==> config.mk <==
export PLATFORM = sky130hd
export DESIGN_NAME = multi_stop_gradient_ramp
export DESIGN_NICKNAME = d
export VERILOG_FILES = /design/src/rtl/msgr_pkg.sv /design/src/rtl/msgr_div.sv /design/src/rtl/msgr_front.sv /design/src/rtl/msgr_fifo.sv /design/src/rtl/msgr_back.sv /design/src/rtl/multi_stop_gradient_ramp.sv
export SDC_FILE = /design/constraint.sdc
export NUM_CORES = 2
export LEC_CHECK = 0
export ABC_AREA = 1
export BUFFER_PORTS_ARGS = -buffer_cell sky130_fd_sc_hd__buf_2
export CORE_ASPECT_RATIO = 2
export CORE_MARGIN = 2
export CORE_UTILIZATION = 45
export CTS_CLUSTER_DIAMETER = 200
export CTS_CLUSTER_SIZE = 8
export DETAILED_ROUTE_END_ITERATION = 10
export SYNTH_ARGS = -nofsm -noshare
export SYNTH_HDL_FRONTEND = slang
export SYNTH_SLANG_ARGS = --single-unit
==> constraint.sdc <==
create_clock -name clk -period 5.53 [get_ports clk]
set_input_delay 0.2765 -clock clk [delete_from_list [all_inputs] [get_ports clk]]
set_output_delay 0.2765 -clock clk [all_outputs]
set_load 0.02 [all_outputs]
==> src/rtl/msgr_pkg.sv <==
// ----------------------------------------------------------------------------
// msgr_pkg
// Shared constants, types and helpers for the multi-stop gradient ramp.
// ----------------------------------------------------------------------------
`default_nettype none

package msgr_pkg;

  // Configuration port
  localparam int CFG_W     = 32;
  localparam int CFG_IDX_W = 3;
  localparam logic [CFG_IDX_W-1:0] CFG_NUM_STOPS = 3'd7;

  // Stop slots and default stop count limit
  localparam int MAX_STOPS_DEF = 7;
  localparam int NST_W         = 3;
  localparam logic [NST_W-1:0] NST_MIN = 3'd2;

  // Reset values of the stop registers
  localparam logic [CFG_W-1:0] STOP_RST     = 32'h0000_0000;
  localparam logic [CFG_W-1:0] STOP_END_RST = 32'hFFFF_FFFF;

  // Field widths
  localparam int IDX_W  = 8;
  localparam int LEN_W  = 9;
  localparam int CH_W   = 8;
  localparam int POS_W  = 8;
  localparam int NCHAN  = 3;
  localparam logic [POS_W-1:0] POS_MAX = 8'd255;

  // Divider widths: index*255 and |p-p0|*256 both fit in 16 bits
  localparam int DIVN_W = 16;

  // Depth of the request queue between front and back
  localparam int QDEPTH = 2;

  typedef logic [CFG_W-1:0] stop_word_t;

  // Request passed from the front to the back
  typedef struct packed {
    logic [POS_W-1:0] pos;
    stop_word_t       w0;
    stop_word_t       w1;
  } seg_req_t;

  typedef enum logic [1:0] {
    F_IDLE,
    F_DIV,
    F_SEARCH
  } front_state_t;

  typedef enum logic [1:0] {
    B_IDLE,
    B_DIV,
    B_MUL,
    B_OUT
  } back_state_t;

  // Stop position byte
  function automatic logic [POS_W-1:0] pos_of(input stop_word_t w);
    pos_of = w[31:24];
  endfunction

  // Color byte: channel 0 red, 1 green, 2 blue
  function automatic logic [CH_W-1:0] chan_of(input stop_word_t w, input int c);
    chan_of = w[23 - 8*c -: 8];
  endfunction

endpackage

`default_nettype wire

==> src/rtl/msgr_div.sv <==
// ----------------------------------------------------------------------------
// msgr_div
// Unsigned restoring divider, one quotient bit per cycle.
// ----------------------------------------------------------------------------
`default_nettype none

module msgr_div #(
  parameter int NW = 16,
  parameter int DW = 8
) (
  input  wire logic          clk,
  input  wire logic          rst_n,
  input  wire logic          start,
  input  wire logic [NW-1:0] num,
  input  wire logic [DW-1:0] den,
  output logic               busy,
  output logic               done,
  output logic [NW-1:0]      quo
);

  localparam int CNT_W = $clog2(NW + 1);

  logic             busy_r, busy_nxt;
  logic             done_r, done_nxt;
  logic [CNT_W-1:0] cnt_r, cnt_nxt;
  logic [DW-1:0]    rem_r, rem_nxt;
  logic [DW-1:0]    den_r, den_nxt;
  logic [NW-1:0]    quo_r, quo_nxt;
  logic [DW:0]      trial;
  logic [DW:0]      diff;
  logic             ge;

  // One shift-subtract step
  always_comb begin
    trial = {rem_r, quo_r[NW-1]};
    ge    = trial >= {1'b0, den_r};
    diff  = trial - {1'b0, den_r};
  end

  always_comb begin
    busy_nxt = busy_r;
    done_nxt = 1'b0;
    cnt_nxt  = cnt_r;
    rem_nxt  = rem_r;
    den_nxt  = den_r;
    quo_nxt  = quo_r;
    if (start) begin
      busy_nxt = 1'b1;
      cnt_nxt  = CNT_W'(NW);
      rem_nxt  = '0;
      den_nxt  = den;
      quo_nxt  = num;
    end else if (busy_r) begin
      rem_nxt = ge ? diff[DW-1:0] : trial[DW-1:0];
      quo_nxt = {quo_r[NW-2:0], ge};
      cnt_nxt = cnt_r - CNT_W'(1);
      if (cnt_r == CNT_W'(1)) begin
        busy_nxt = 1'b0;
        done_nxt = 1'b1;
      end
    end
  end

  always_ff @(posedge clk) begin
    if (!rst_n) begin
      busy_r <= 1'b0;
      done_r <= 1'b0;
      cnt_r  <= '0;
    end else begin
      busy_r <= busy_nxt;
      done_r <= done_nxt;
      cnt_r  <= cnt_nxt;
    end
    rem_r <= rem_nxt;
    den_r <= den_nxt;
    quo_r <= quo_nxt;
  end

  assign busy = busy_r;
  assign done = done_r;
  assign quo  = quo_r;

  // done only follows the last iteration
  a_done_after_busy: assert property (@(posedge clk) disable iff (!rst_n)
    done_r |-> $past(busy_r))
    else $error("divider done without a running division");

endmodule

`default_nettype wire

==> src/rtl/msgr_front.sv <==
// ----------------------------------------------------------------------------
// msgr_front
// Accepts requests, maps the index to a ramp position and finds the segment.
// ----------------------------------------------------------------------------
`default_nettype none

module msgr_front #(
  parameter int MAX_STOPS = msgr_pkg::MAX_STOPS_DEF
) (
  input  wire logic                                    clk,
  input  wire logic                                    rst_n,
  input  wire logic                                    push,
  output logic                                         full,
  input  wire logic [msgr_pkg::IDX_W-1:0]              entry_index,
  input  wire logic [msgr_pkg::LEN_W-1:0]              ramp_length,
  input  wire logic [MAX_STOPS-1:0][msgr_pkg::CFG_W-1:0] stops,
  input  wire logic [msgr_pkg::NST_W-1:0]              nst,
  output logic                                         q_push,
  output msgr_pkg::seg_req_t                           q_data,
  input  wire logic                                    q_full
);

  localparam int STOP_W = $clog2(MAX_STOPS);

  msgr_pkg::front_state_t state_r, state_nxt;

  logic [msgr_pkg::POS_W-1:0]  p_r;
  msgr_pkg::stop_word_t        cur_r, nxt_r;
  logic [STOP_W-1:0]           k_r;
  logic [STOP_W-1:0]           rd_idx;
  msgr_pkg::stop_word_t        rd_word;
  logic [msgr_pkg::NST_W-1:0]  last_idx;
  logic                        adv;
  logic                        long_ramp;
  logic                        div_start;
  logic                        div_busy, div_done;
  logic [msgr_pkg::DIVN_W-1:0] div_num, div_quo;
  logic [msgr_pkg::LEN_W-1:0]  div_den;
  logic [msgr_pkg::POS_W-1:0]  p_sat;

  // Position divider: index*255 / (length-1)
  always_comb begin
    long_ramp = ramp_length > msgr_pkg::LEN_W'(1);
    div_num   = {entry_index, 8'h00} - {8'h00, entry_index};
    div_den   = ramp_length - msgr_pkg::LEN_W'(1);
    p_sat     = (div_quo > msgr_pkg::DIVN_W'(msgr_pkg::POS_MAX)) ? msgr_pkg::POS_MAX
                                                                : div_quo[7:0];
  end

  msgr_div #(
    .NW (msgr_pkg::DIVN_W),
    .DW (msgr_pkg::LEN_W)
  ) u_div (
    .clk   (clk),
    .rst_n (rst_n),
    .start (div_start),
    .num   (div_num),
    .den   (div_den),
    .busy  (div_busy),
    .done  (div_done),
    .quo   (div_quo)
  );

  // Segment walk: k_r is the index of the upper stop of the segment
  always_comb begin
    last_idx = nst - msgr_pkg::NST_W'(1);
    rd_idx   = k_r + STOP_W'(1);
    rd_word  = (int'(rd_idx) < MAX_STOPS) ? stops[rd_idx] : '0;
    adv      = (msgr_pkg::NST_W'(k_r) < last_idx) && (p_r > msgr_pkg::pos_of(nxt_r));
  end

  // Next state
  always_comb begin
    state_nxt = state_r;
    unique case (state_r)
      msgr_pkg::F_IDLE: begin
        if (push) begin
          state_nxt = long_ramp ? msgr_pkg::F_DIV : msgr_pkg::F_SEARCH;
        end
      end
      msgr_pkg::F_DIV: begin
        if (div_done) begin
          state_nxt = msgr_pkg::F_SEARCH;
        end
      end
      msgr_pkg::F_SEARCH: begin
        if (!adv && !q_full) begin
          state_nxt = msgr_pkg::F_IDLE;
        end
      end
      default: state_nxt = msgr_pkg::F_IDLE;
    endcase
  end

  // Outputs
  always_comb begin
    full      = (state_r != msgr_pkg::F_IDLE);
    div_start = (state_r == msgr_pkg::F_IDLE) && push && long_ramp;
    q_push    = (state_r == msgr_pkg::F_SEARCH) && !adv && !q_full;
    q_data.pos = p_r;
    q_data.w0  = cur_r;
    q_data.w1  = nxt_r;
  end

  always_ff @(posedge clk) begin
    if (!rst_n) begin
      state_r <= msgr_pkg::F_IDLE;
    end else begin
      state_r <= state_nxt;
    end
  end

  // Datapath registers
  always_ff @(posedge clk) begin
    if (state_r == msgr_pkg::F_IDLE && push) begin
      p_r   <= '0;
      cur_r <= stops[0];
      nxt_r <= stops[1];
      k_r   <= STOP_W'(1);
    end else if (state_r == msgr_pkg::F_DIV && div_done) begin
      p_r <= p_sat;
    end else if (state_r == msgr_pkg::F_SEARCH && adv) begin
      cur_r <= nxt_r;
      nxt_r <= rd_word;
      k_r   <= rd_idx;
    end
  end

  // Walk never passes the last stop in use
  a_walk_bound: assert property (@(posedge clk) disable iff (!rst_n)
    (state_r == msgr_pkg::F_SEARCH) |-> (msgr_pkg::NST_W'(k_r) <= last_idx))
    else $error("segment walk beyond last stop");

  // Waiting on the divider only while it runs or reports
  a_div_live: assert property (@(posedge clk) disable iff (!rst_n)
    (state_r == msgr_pkg::F_DIV) |-> (div_busy || div_done))
    else $error("front waits on an idle divider");

endmodule

`default_nettype wire

==> src/rtl/msgr_fifo.sv <==
// ----------------------------------------------------------------------------
// msgr_fifo
// Short request queue between the front and the back.
// ----------------------------------------------------------------------------
`default_nettype none

module msgr_fifo (
  input  wire logic               clk,
  input  wire logic               rst_n,
  input  wire logic               wr_en,
  input  wire msgr_pkg::seg_req_t wr_data,
  output logic                    full,
  input  wire logic               rd_en,
  output msgr_pkg::seg_req_t      rd_data,
  output logic                    empty
);

  localparam int PTR_W = (msgr_pkg::QDEPTH > 1) ? $clog2(msgr_pkg::QDEPTH) : 1;
  localparam int CNT_W = $clog2(msgr_pkg::QDEPTH + 1);

  msgr_pkg::seg_req_t entries_r [msgr_pkg::QDEPTH];
  logic [PTR_W-1:0] wr_ptr_r, wr_ptr_nxt;
  logic [PTR_W-1:0] rd_ptr_r, rd_ptr_nxt;
  logic [CNT_W-1:0] cnt_r, cnt_nxt;
  logic             do_wr, do_rd;

  // Pointer and count update
  always_comb begin
    full    = (cnt_r == CNT_W'(msgr_pkg::QDEPTH));
    empty   = (cnt_r == '0);
    do_wr   = wr_en && !full;
    do_rd   = rd_en && !empty;
    rd_data = entries_r[rd_ptr_r];
    wr_ptr_nxt = wr_ptr_r;
    rd_ptr_nxt = rd_ptr_r;
    if (do_wr) begin
      wr_ptr_nxt = (int'(wr_ptr_r) == msgr_pkg::QDEPTH - 1) ? '0 : wr_ptr_r + PTR_W'(1);
    end
    if (do_rd) begin
      rd_ptr_nxt = (int'(rd_ptr_r) == msgr_pkg::QDEPTH - 1) ? '0 : rd_ptr_r + PTR_W'(1);
    end
    cnt_nxt = cnt_r + CNT_W'(do_wr) - CNT_W'(do_rd);
  end

  always_ff @(posedge clk) begin
    if (!rst_n) begin
      wr_ptr_r <= '0;
      rd_ptr_r <= '0;
      cnt_r    <= '0;
    end else begin
      wr_ptr_r <= wr_ptr_nxt;
      rd_ptr_r <= rd_ptr_nxt;
      cnt_r    <= cnt_nxt;
    end
    if (do_wr) begin
      entries_r[wr_ptr_r] <= wr_data;
    end
  end

  a_cnt_bound: assert property (@(posedge clk) disable iff (!rst_n)
    cnt_r <= CNT_W'(msgr_pkg::QDEPTH))
    else $error("request queue overflow");

endmodule

`default_nettype wire

==> src/rtl/msgr_back.sv <==
// ----------------------------------------------------------------------------
// msgr_back
// Computes the fraction within the segment and blends the three channels.
// ----------------------------------------------------------------------------
`default_nettype none

module msgr_back (
  input  wire logic                        clk,
  input  wire logic                        rst_n,
  input  wire logic                        q_empty,
  input  wire msgr_pkg::seg_req_t          q_data,
  output logic                             q_pop,
  output logic                             empty,
  input  wire logic                        pop,
  output logic [msgr_pkg::CH_W-1:0]        red,
  output logic [msgr_pkg::CH_W-1:0]        green,
  output logic [msgr_pkg::CH_W-1:0]        blue
);

  localparam int T_W    = msgr_pkg::DIVN_W + 1;
  localparam int D_W    = msgr_pkg::CH_W + 1;
  localparam int PROD_W = T_W + D_W;

  msgr_pkg::back_state_t state_r, state_nxt;

  msgr_pkg::stop_word_t        w0_r, w1_r;
  logic                        neg_r;
  logic signed [T_W-1:0]       t_r;
  logic signed [PROD_W-1:0]    prod_r [msgr_pkg::NCHAN];
  logic signed [PROD_W-1:0]    prod_nxt [msgr_pkg::NCHAN];
  logic signed [D_W-1:0]       delta [msgr_pkg::NCHAN];
  logic [PROD_W-1:0]           adj [msgr_pkg::NCHAN];
  logic [msgr_pkg::CH_W-1:0]   res [msgr_pkg::NCHAN];
  logic [msgr_pkg::CH_W-1:0]   out_r [msgr_pkg::NCHAN];
  logic                        out_valid_r, out_valid_nxt;
  logic [msgr_pkg::POS_W-1:0]  p0, p1;
  logic [msgr_pkg::POS_W:0]    dpos;
  logic [msgr_pkg::POS_W-1:0]  dmag;
  logic                        seg_open;
  logic                        take;
  logic                        load_out;
  logic                        div_start, div_busy, div_done;
  logic [msgr_pkg::DIVN_W-1:0] div_num, div_quo;
  logic [msgr_pkg::POS_W-1:0]  div_den;
  logic [T_W-1:0]              t_div;

  // Fraction setup from the incoming request
  always_comb begin
    p0       = msgr_pkg::pos_of(q_data.w0);
    p1       = msgr_pkg::pos_of(q_data.w1);
    dpos     = {1'b0, q_data.pos} - {1'b0, p0};
    dmag     = dpos[msgr_pkg::POS_W] ? msgr_pkg::POS_W'(-dpos) : dpos[msgr_pkg::POS_W-1:0];
    seg_open = p1 > p0;
    div_num  = {dmag, 8'h00};
    div_den  = p1 - p0;
    t_div    = neg_r ? T_W'(-{1'b0, div_quo}) : {1'b0, div_quo};
  end

  // Fraction divider: |pos - p0| * 256 / (p1 - p0)
  msgr_div #(
    .NW (msgr_pkg::DIVN_W),
    .DW (msgr_pkg::POS_W)
  ) u_div (
    .clk   (clk),
    .rst_n (rst_n),
    .start (div_start),
    .num   (div_num),
    .den   (div_den),
    .busy  (div_busy),
    .done  (div_done),
    .quo   (div_quo)
  );

  // Channel products and final blend
  always_comb begin
    for (int c = 0; c < msgr_pkg::NCHAN; c++) begin
      delta[c] = $signed({1'b0, msgr_pkg::chan_of(w1_r, c)})
               - $signed({1'b0, msgr_pkg::chan_of(w0_r, c)});
      prod_nxt[c] = delta[c] * t_r;
      // divide by 256 truncating toward zero
      adj[c] = prod_r[c] + (prod_r[c][PROD_W-1] ? PROD_W'(255) : PROD_W'(0));
      res[c] = msgr_pkg::chan_of(w0_r, c) + adj[c][15:8];
    end
  end

  // Next state
  always_comb begin
    state_nxt = state_r;
    unique case (state_r)
      msgr_pkg::B_IDLE: begin
        if (!q_empty) begin
          state_nxt = seg_open ? msgr_pkg::B_DIV : msgr_pkg::B_MUL;
        end
      end
      msgr_pkg::B_DIV: begin
        if (div_done) begin
          state_nxt = msgr_pkg::B_MUL;
        end
      end
      msgr_pkg::B_MUL: state_nxt = msgr_pkg::B_OUT;
      msgr_pkg::B_OUT: begin
        if (!out_valid_r || pop) begin
          state_nxt = msgr_pkg::B_IDLE;
        end
      end
      default: state_nxt = msgr_pkg::B_IDLE;
    endcase
  end

  // Outputs
  always_comb begin
    take      = (state_r == msgr_pkg::B_IDLE) && !q_empty;
    q_pop     = take;
    div_start = take && seg_open;
    load_out  = (state_r == msgr_pkg::B_OUT) && (!out_valid_r || pop);
    out_valid_nxt = out_valid_r;
    if (load_out) begin
      out_valid_nxt = 1'b1;
    end else if (pop) begin
      out_valid_nxt = 1'b0;
    end
    empty = !out_valid_r;
    red   = out_r[0];
    green = out_r[1];
    blue  = out_r[2];
  end

  always_ff @(posedge clk) begin
    if (!rst_n) begin
      state_r     <= msgr_pkg::B_IDLE;
      out_valid_r <= 1'b0;
    end else begin
      state_r     <= state_nxt;
      out_valid_r <= out_valid_nxt;
    end
  end

  // Datapath registers
  always_ff @(posedge clk) begin
    if (take) begin
      w0_r  <= q_data.w0;
      w1_r  <= q_data.w1;
      neg_r <= dpos[msgr_pkg::POS_W];
      t_r   <= '0;
    end else if (state_r == msgr_pkg::B_DIV && div_done) begin
      t_r <= t_div;
    end
    if (state_r == msgr_pkg::B_MUL) begin
      for (int c = 0; c < msgr_pkg::NCHAN; c++) begin
        prod_r[c] <= prod_nxt[c];
      end
    end
    if (load_out) begin
      for (int c = 0; c < msgr_pkg::NCHAN; c++) begin
        out_r[c] <= res[c];
      end
    end
  end

  a_div_live: assert property (@(posedge clk) disable iff (!rst_n)
    (state_r == msgr_pkg::B_DIV) |-> (div_busy || div_done))
    else $error("back waits on an idle divider");

endmodule

`default_nettype wire

==> src/rtl/multi_stop_gradient_ramp.sv <==
// ----------------------------------------------------------------------------
// multi_stop_gradient_ramp
// Piecewise-linear RGB ramp generator, one palette entry per request.
// ----------------------------------------------------------------------------
// Each request gives an entry index and a ramp length; the block maps the
// index to a position 0..255, finds the stop segment holding it and returns
// the interpolated red, green and blue. A front stage runs the position
// division (one quotient bit per cycle) and walks the stops one segment per
// cycle; a back stage runs the fraction division and the channel
// multiplies. A two-entry queue sits between them and a result register at
// the output, so the two stages overlap. The position division is skipped
// for a length of 0 or 1, and the fraction division for an empty segment.
// The front takes a new request only once it has passed the last one to
// the queue, the back only once its result is in the output register, and
// the slower of the two sets the steady rate. The user must write the stop
// registers only while the block is idle; the block does not enforce this.
`default_nettype none

module multi_stop_gradient_ramp #(
  parameter int MAX_STOPS = msgr_pkg::MAX_STOPS_DEF
) (
  input  wire logic                            clk,
  input  wire logic                            rst_n,
  // request side
  input  wire logic                            push,
  output logic                                 full,
  input  wire logic [msgr_pkg::IDX_W-1:0]      in_entry_index,
  input  wire logic [msgr_pkg::LEN_W-1:0]      in_ramp_length,
  // result side
  output logic                                 empty,
  input  wire logic                            pop,
  output logic [msgr_pkg::CH_W-1:0]            out_red,
  output logic [msgr_pkg::CH_W-1:0]            out_green,
  output logic [msgr_pkg::CH_W-1:0]            out_blue,
  // configuration
  input  wire logic                            cfg_wr_en,
  input  wire logic [msgr_pkg::CFG_IDX_W-1:0]  cfg_index,
  input  wire logic [msgr_pkg::CFG_W-1:0]      cfg_wdata
);

  localparam int STOP_W = $clog2(MAX_STOPS);

  logic [MAX_STOPS-1:0][msgr_pkg::CFG_W-1:0] stops_r;
  logic [msgr_pkg::NST_W-1:0]                num_stops_r;
  logic [msgr_pkg::NST_W-1:0]                nst;
  logic                                      q_push, q_full, q_pop, q_empty;
  msgr_pkg::seg_req_t                        q_wdata, q_rdata;

  // Configuration registers
  always_ff @(posedge clk) begin
    if (!rst_n) begin
      for (int i = 0; i < MAX_STOPS; i++) begin
        stops_r[i] <= (i == 1) ? msgr_pkg::STOP_END_RST : msgr_pkg::STOP_RST;
      end
      num_stops_r <= msgr_pkg::NST_MIN;
    end else if (cfg_wr_en) begin
      if (cfg_index == msgr_pkg::CFG_NUM_STOPS) begin
        num_stops_r <= cfg_wdata[msgr_pkg::NST_W-1:0];
      end else if (int'(cfg_index) < MAX_STOPS) begin
        stops_r[cfg_index[STOP_W-1:0]] <= cfg_wdata;
      end
    end
  end

  // Clamp the stop count to the supported range
  always_comb begin
    if (num_stops_r < msgr_pkg::NST_MIN) begin
      nst = msgr_pkg::NST_MIN;
    end else if (num_stops_r > msgr_pkg::NST_W'(MAX_STOPS)) begin
      nst = msgr_pkg::NST_W'(MAX_STOPS);
    end else begin
      nst = num_stops_r;
    end
  end

  msgr_front #(
    .MAX_STOPS (MAX_STOPS)
  ) u_front (
    .clk         (clk),
    .rst_n       (rst_n),
    .push        (push),
    .full        (full),
    .entry_index (in_entry_index),
    .ramp_length (in_ramp_length),
    .stops       (stops_r),
    .nst         (nst),
    .q_push      (q_push),
    .q_data      (q_wdata),
    .q_full      (q_full)
  );

  msgr_fifo u_fifo (
    .clk     (clk),
    .rst_n   (rst_n),
    .wr_en   (q_push),
    .wr_data (q_wdata),
    .full    (q_full),
    .rd_en   (q_pop),
    .rd_data (q_rdata),
    .empty   (q_empty)
  );

  msgr_back u_back (
    .clk     (clk),
    .rst_n   (rst_n),
    .q_empty (q_empty),
    .q_data  (q_rdata),
    .q_pop   (q_pop),
    .empty   (empty),
    .pop     (pop),
    .red     (out_red),
    .green   (out_green),
    .blue    (out_blue)
  );

endmodule

`default_nettype wire
* Word level (Yosys, flattened, before mapping) *
Memories as Yosys holds them, arrays and structs flattened. A register that Yosys moved wholly into a read port is not among the register bits.
Cells that the tools add are included.

cells by class
  $mul = 3
  $lt $le $gt $ge = 14
  reduce and logical (&&, ||, !) cells = 38
  add/subtract/negate cells = 25
  equal/unequal tests = 16
  mux-type cells = 60
  bitwise logic cells = 5

operator list
  kind                                                                              number
  32-bit two-way mux                                                                9
  224-bit bitwise mux                                                               1
  32-bit binary-select mux with 3-bit select                                        1
  32-bit demux with 3-bit select                                                    1
  9-bit by 17-bit multiplier with 26-bit output                                     3
  16-bit two-way mux                                                                4
  16-bit adder                                                                      3
  8-bit two-way mux                                                                 6
  8-bit by 8-bit subtractor with 9-bit output                                       4
  8-bit adder                                                                       3
  1-bit two-way mux                                                                 20
  5-bit two-way mux                                                                 4
  17-bit two-way mux                                                                1
  16-bit negator with 17-bit output                                                 1
  16-bit by 8-bit greater-than comparator with 1-bit output, second input constant  1
  8-bit greater-than comparator                                                     2
  2-bit two-way mux                                                                 8
  16-bit by 8-bit subtractor with 16-bit output                                     1
  8-bit subtractor                                                                  2
  1-bit logical AND                                                                 15
  5-bit by 1-bit == test with 1-bit output, second input constant                   2
  10-bit by 9-bit greater-or-equal comparator with 1-bit output                     1
  2-bit nonzero test                                                                5
  5-bit by 1-bit subtractor with 5-bit output, second input constant                2
  other kinds (33)                                                                  61

storage, ports and cells
  bits of input ports = 57
  word-level logic and storage cells = 201
  memories kept = 3
  output and inout bits = 26
  bits in registers = 457
  memory bits (writable) = 246

memory list
  name              depth  width  rd ports  clocked after memory_dff  write ports  line             text
  u_fifo.entries_r  2      72     1         1                         1            msgr_fifo.sv:21  msgr_pkg::seg_req_t entries_r [msgr_pkg::QDEPTH];
  u_back.prod_r     3      26     3         0                         3            msgr_back.sv:29  logic signed [PROD_W-1:0] prod_r [msgr_pkg::NCHAN];
  u_back.out_r      3      8      3         0                         3            msgr_back.sv:34  logic [msgr_pkg::CH_W-1:0] out_r [msgr_pkg::NCHAN];

* Logic depth before layout (Yosys ltp) *
  depth after elaboration = 12
  mapped depth = 31
  gate-level depth less buffers = 30

* Modules after synthesis *
From an unflattened synthesis, not the netlist that was laid out.

unflattened totals
  cells, all modules = 5575
  area, all modules = 48307.6 um2

modules (own cells, without submodules)
  module                    cells an instance  times used  sequential area each (um2)  area an instance (um2)
  msgr_back                 2779               1           4124.0                      23859.1
  multi_stop_gradient_ramp  1251               1           4544.4                      8723.4
  msgr_fifo                 262                1           4424.2                      5796.8
  msgr_front                757                1           2182.1                      5636.7
  msgr_div (u_front.u_div)  280                1           1071.0                      2224.6
  msgr_div (u_back.u_div)   246                1           1021.0                      2067.0

* Worst setup path after synthesis *
Ideal clock, no wire load.

  path type = flip-flop to flip-flop
  start = register u_back.w0_r[16]
  end = memory u_back.prod_r[0][15] (netlist bit) (data pin)
  clock period less this slack = 5.908 ns
  arrival time = 5.650 ns
  setup time = 0.257 ns
  setup slack = -0.378 ns
  stages on the path, launching flop included = 24
  buffers on the path = 0
  required time = 5.273 ns
  cells stage by stage = edfxtp_1 -> ha_1 -> fa_1 -> o21ai_2 -> a21oi_2 -> o21ai_2 -> xor2_2 -> inv_1 -> nand2_1 -> fa_1 -> fa_1 -> inv_1 -> fa_1 -> fa_1 -> inv_1 -> fa_1 -> inv_1 -> ha_1 -> o21ai_0 -> inv_1 -> a21o_1 -> nand3_1 -> nand2_1 -> xor2_1

RTL lines
  what                    line              text
  from (decl)             msgr_back.sv:26   msgr_pkg::stop_word_t w0_r, w1_r;
  from (signal assigned)  msgr_back.sv:141  w0_r <= q_data.w0;
  to (decl)               msgr_back.sv:29

==> results_dict.tcl <==
set metrics [dict create \
    reg2reg_depth 23 \
    die-area_um2 104400 \
    core_area_um2 101000 \
    gp_congestion 0.9054 \
    root_buffer "clkbuf_16" \
    fin_util_pct 53.79 \
    cts_tree "yes" \
    worstReg2RegEnd "u_back.prod_r[0][39]" \
    grt_pass1_vias 37690 \
    num_vias 35590 \
    worstPathRequired_ns 6.01 \
    dr.pass1.iters 5 \
    ys.warnings.count 0 \
    grt.total_usage_pct 24.24 \
    slew-limit-headroom_pct 21.02 \
    r2r_slack_ns -0.1 \
    clock_path_buffers 3 \
    ir_drop_mv 0.2912 \
    path_clk_slew_ns 0.06 \
    yosysSeqAreaShare_pct 37.78 \
    numCtsBuffers 94 \
    fin_hold_ws_ns 0.06139 \
    reg2reg_from "u_back.w1_r[8]" \
    nets 6160 \
    ys_seq_elements 677 \
    clkSinkCount 677 \
    drtAntennaViolNets 0 \
    hold_violations 0 \
    synth.distinct_cells 56 \
    vias_per_cell 5.214 \
    cp-start-kind "register" \
    insertion_delay_ns 0.71 \
    numPortBuffers 82 \
    critPathMaxFanout 4 \
    htree_levels 3 \
    start_util_pct 45.32 \
    dp_hpwl_um 94150 \
    violations "setup timing" \
    synth_cells 5034 \
    syn-cell-area_um2 45750 \
    rsz0062_at_grt "true" \
    period_needed_ns 5.629 \
    fin_crit_sh_pct 101.8 \
    max_freq_ghz 0.1776 \
    drt_iter0_markers 1982 \
    dp.cells 6576 \
    syn_area_per_cell_um2 9.089 \
    synthFlopType "edfxtp_1" \
    p_per_area_nw_per_um2 422.3 \
    overflow 0 \
    routedWlPerCell_um 18.37 \
    min_path_type "in -> reg" \
    ios 83 \
    grt_max_degree 107 \
    synth_edf_count 373 \
    synth_fp_nets 5771 \
    drc_errors 0 \
    worst_pin_slew_ns 1.183 \
    leakage_uw 0.02473 \
    die_w_um 229.5 \
    cp.arrival_ns 6.10 \
    final.setup.worst_slack_ns -0.09913 \
    antenna_found_initial 2 \
    slew_viol_final 0 \
    hold-path-endpoint "u_front.u_div.quo[11]" \
    status "finished, violations left" \
    drive_above_1_share_pct 15.71 \
    setup_viol 11 \
    die_y_um 454.9 \
    fin_cells 6826 \
    fillers 9152 \
    min_delay_path_depth 3 \
    path_class "reg -> reg" \
    grt_pass1_wl_um 198900 \
    async_reset_ff_share_pct 0 \
    finalClockSkew_ns 0.06044 \
    holdCritStartpoint "in_entry_index[3]" \
    drt_wl_total_um 125400 \
    end_kind "register" \
    maxCapViolations 0 \
    std_cell_rows 165 \
    area_growth_pct 18.70 \
    design_power_total_uw 22930 \
]
timing repair:
item / CTS / global route
gates resized for setup: 73 / 153
pin swaps: 41 / 130
endpoints found under the setup margin: 22 / 24
hold buffers: 50 / 0
setup buffers: 17 / 24
cloned: 0 / 1
endpoints found under the hold margin: 238 / 0
worst max-delay path, stage by stage, from the launching register on:
cell and delay, ns:
edfxtp_1 0.35, inv_2 0.05, ha_2 0.19, fa_2 0.39
o21ai_4 0.17, a21oi_2 0.08, o21ai_2 0.17, xor2_2 0.23
inv_1 0.08, nand2_2 0.07, fa_1 0.43, fa_1 0.53
inv_2 0.04, fa_1 0.48, fa_1 0.51, inv_1 0.05
fa_1 0.49, inv_2 0.05, ha_4 0.29, nand3_1 0.10
nand2_2 0.11, a21boi_2 0.08, o21ai_2 0.17, xor2_1 0.30
state kept, by name (all words and copies together) (netlist names), 2 cells and up, named ones only:
name,flops
stops_r,224
u_fifo.entries_r,144
u_back.prod_r,51
u_front.cur_r,32
u_front.nxt_r,32
u_back.out_r,24
u_back.w0_r,24
u_back.w1_r,24
u_back.t_r,17
u_back.u_div.quo,16
u_front.u_div.quo,16
u_front.u_div.den_r,9
u_front.u_div.rem_r,9
u_back.u_div.den_r,8
u_back.u_div.rem_r,8
u_front.p_r,8
u_back.u_div.cnt_r,5
u_front.u_div.cnt_r,5
num_stops_r,3
u_front.k_r,3
u_back.state_r,2
u_fifo.cnt_r,2
u_front.state_r,2
cells in the mapped netlist, types with 9 or more instances:
cell type	n	area, um^2
nand3_1	146	730.7
nand3b_1	14	105.1
xor2_1	73	639.4
xnor2_1	42	367.9
nand2_1	706	2650
ha_1	292	3654
nor3_1	25	125.1
a21o_1	10	75.07
fa_1	388	7767
nor2_1	888	3333
edfxtp_1	373	11200
a21oi_1	201	1006
buf_2	37	185.2
o211ai_1	45	337.8
o221ai_1	65	569.3
clkbuf_1	146	548.0
o21ai_1	13	65.06
o21ai_0	355	1777
mux2_2	62	698.2
buf_1	11	41.29
a31oi_1	15	93.84
nand4_1	37	231.5
inv_1	674	2530
or2_2	9	56.30
dfxtp_1	304	6086
power breakdown:
part           total (uW)  switching (uW)  internal (uW)
sequential           6710             431           6280
clock                5430            2260           3170
combinational       10800            6200           4590
total               22900            8890          14000
cell families after synthesis:
family	after synthesis	share of synthesized area (%)
xor+xnor	119	2.344
flops	677	37.78
compound gates	753	9.541
simple gates	1842	16.10
fa+ha+maj	680	24.96
buf+inv	893	7.572
mux	70	1.701
layout by cell type, fill, tap and decap left out, types with 81 or more instances in the layout:
cell type and n:
clkbuf_16 94, fa_1 370, nor2_1 849, a21oi_1 176
dfxtp_1 302, buf_4 326, nand2_1 679, o21ai_0 342
buf_2 81, inv_1 649, edfxtp_1 373, ha_1 251
nand3_1 141
layout make-up:
cell class,instances,area [um^2],share of cell area [%]
multi-input cells,3464,26090,48.05
flip-flops and latches,677,17290,31.85
repair buffers,497,3908,7.195
inverters,689,2591,4.771
clock buffers,153,2574,4.739
well taps,1336,1672,3.078
clock inverters,8,170.2,0.3133
diodes,2,5.005,0.009216
how the worst max path moves through the flow:
| stage | from | end | cells after the start |
|---|---|---|---|
| floorplan | u_back.w0_r[9] | u_back.prod_r[0][41] | 26 |
| global placement | u_back.w0_r[16] | u_back.prod_r[0][25] | 22 |
| detailed placement | u_back.w0_r[16] | u_back.prod_r[0][25] | 22 |
| CTS | u_back.w0_r[8] | u_back.prod_r[0][39] | 22 |
| global route | u_back.w0_r[8] | u_back.prod_r[0][38] | 25 |
| finish | u_back.w1_r[8] | u_back.prod_r[0][39] | 23 |
per-stage QoR:
step	setup TNS (ns)	worst slack, ns	area, um^2
floorplan	-0.05651	-0.03673	45860
global placement	-1.783	-0.2748	49740
detailed placement	-2.410	-0.3192	49740
CTS	-0.9015	-0.1503	53450
global route	-4.195	-0.3494	54300
finish	-0.4530	-0.09913	54310
layer usage:
metal  global-route usage [%]  wire, um
met5                        0         0
met4                    15.40      8495
met3                    3.181      4699
met2                    47.31     68780
met1                    23.75     43440
(Power assumes the default switching activity.)
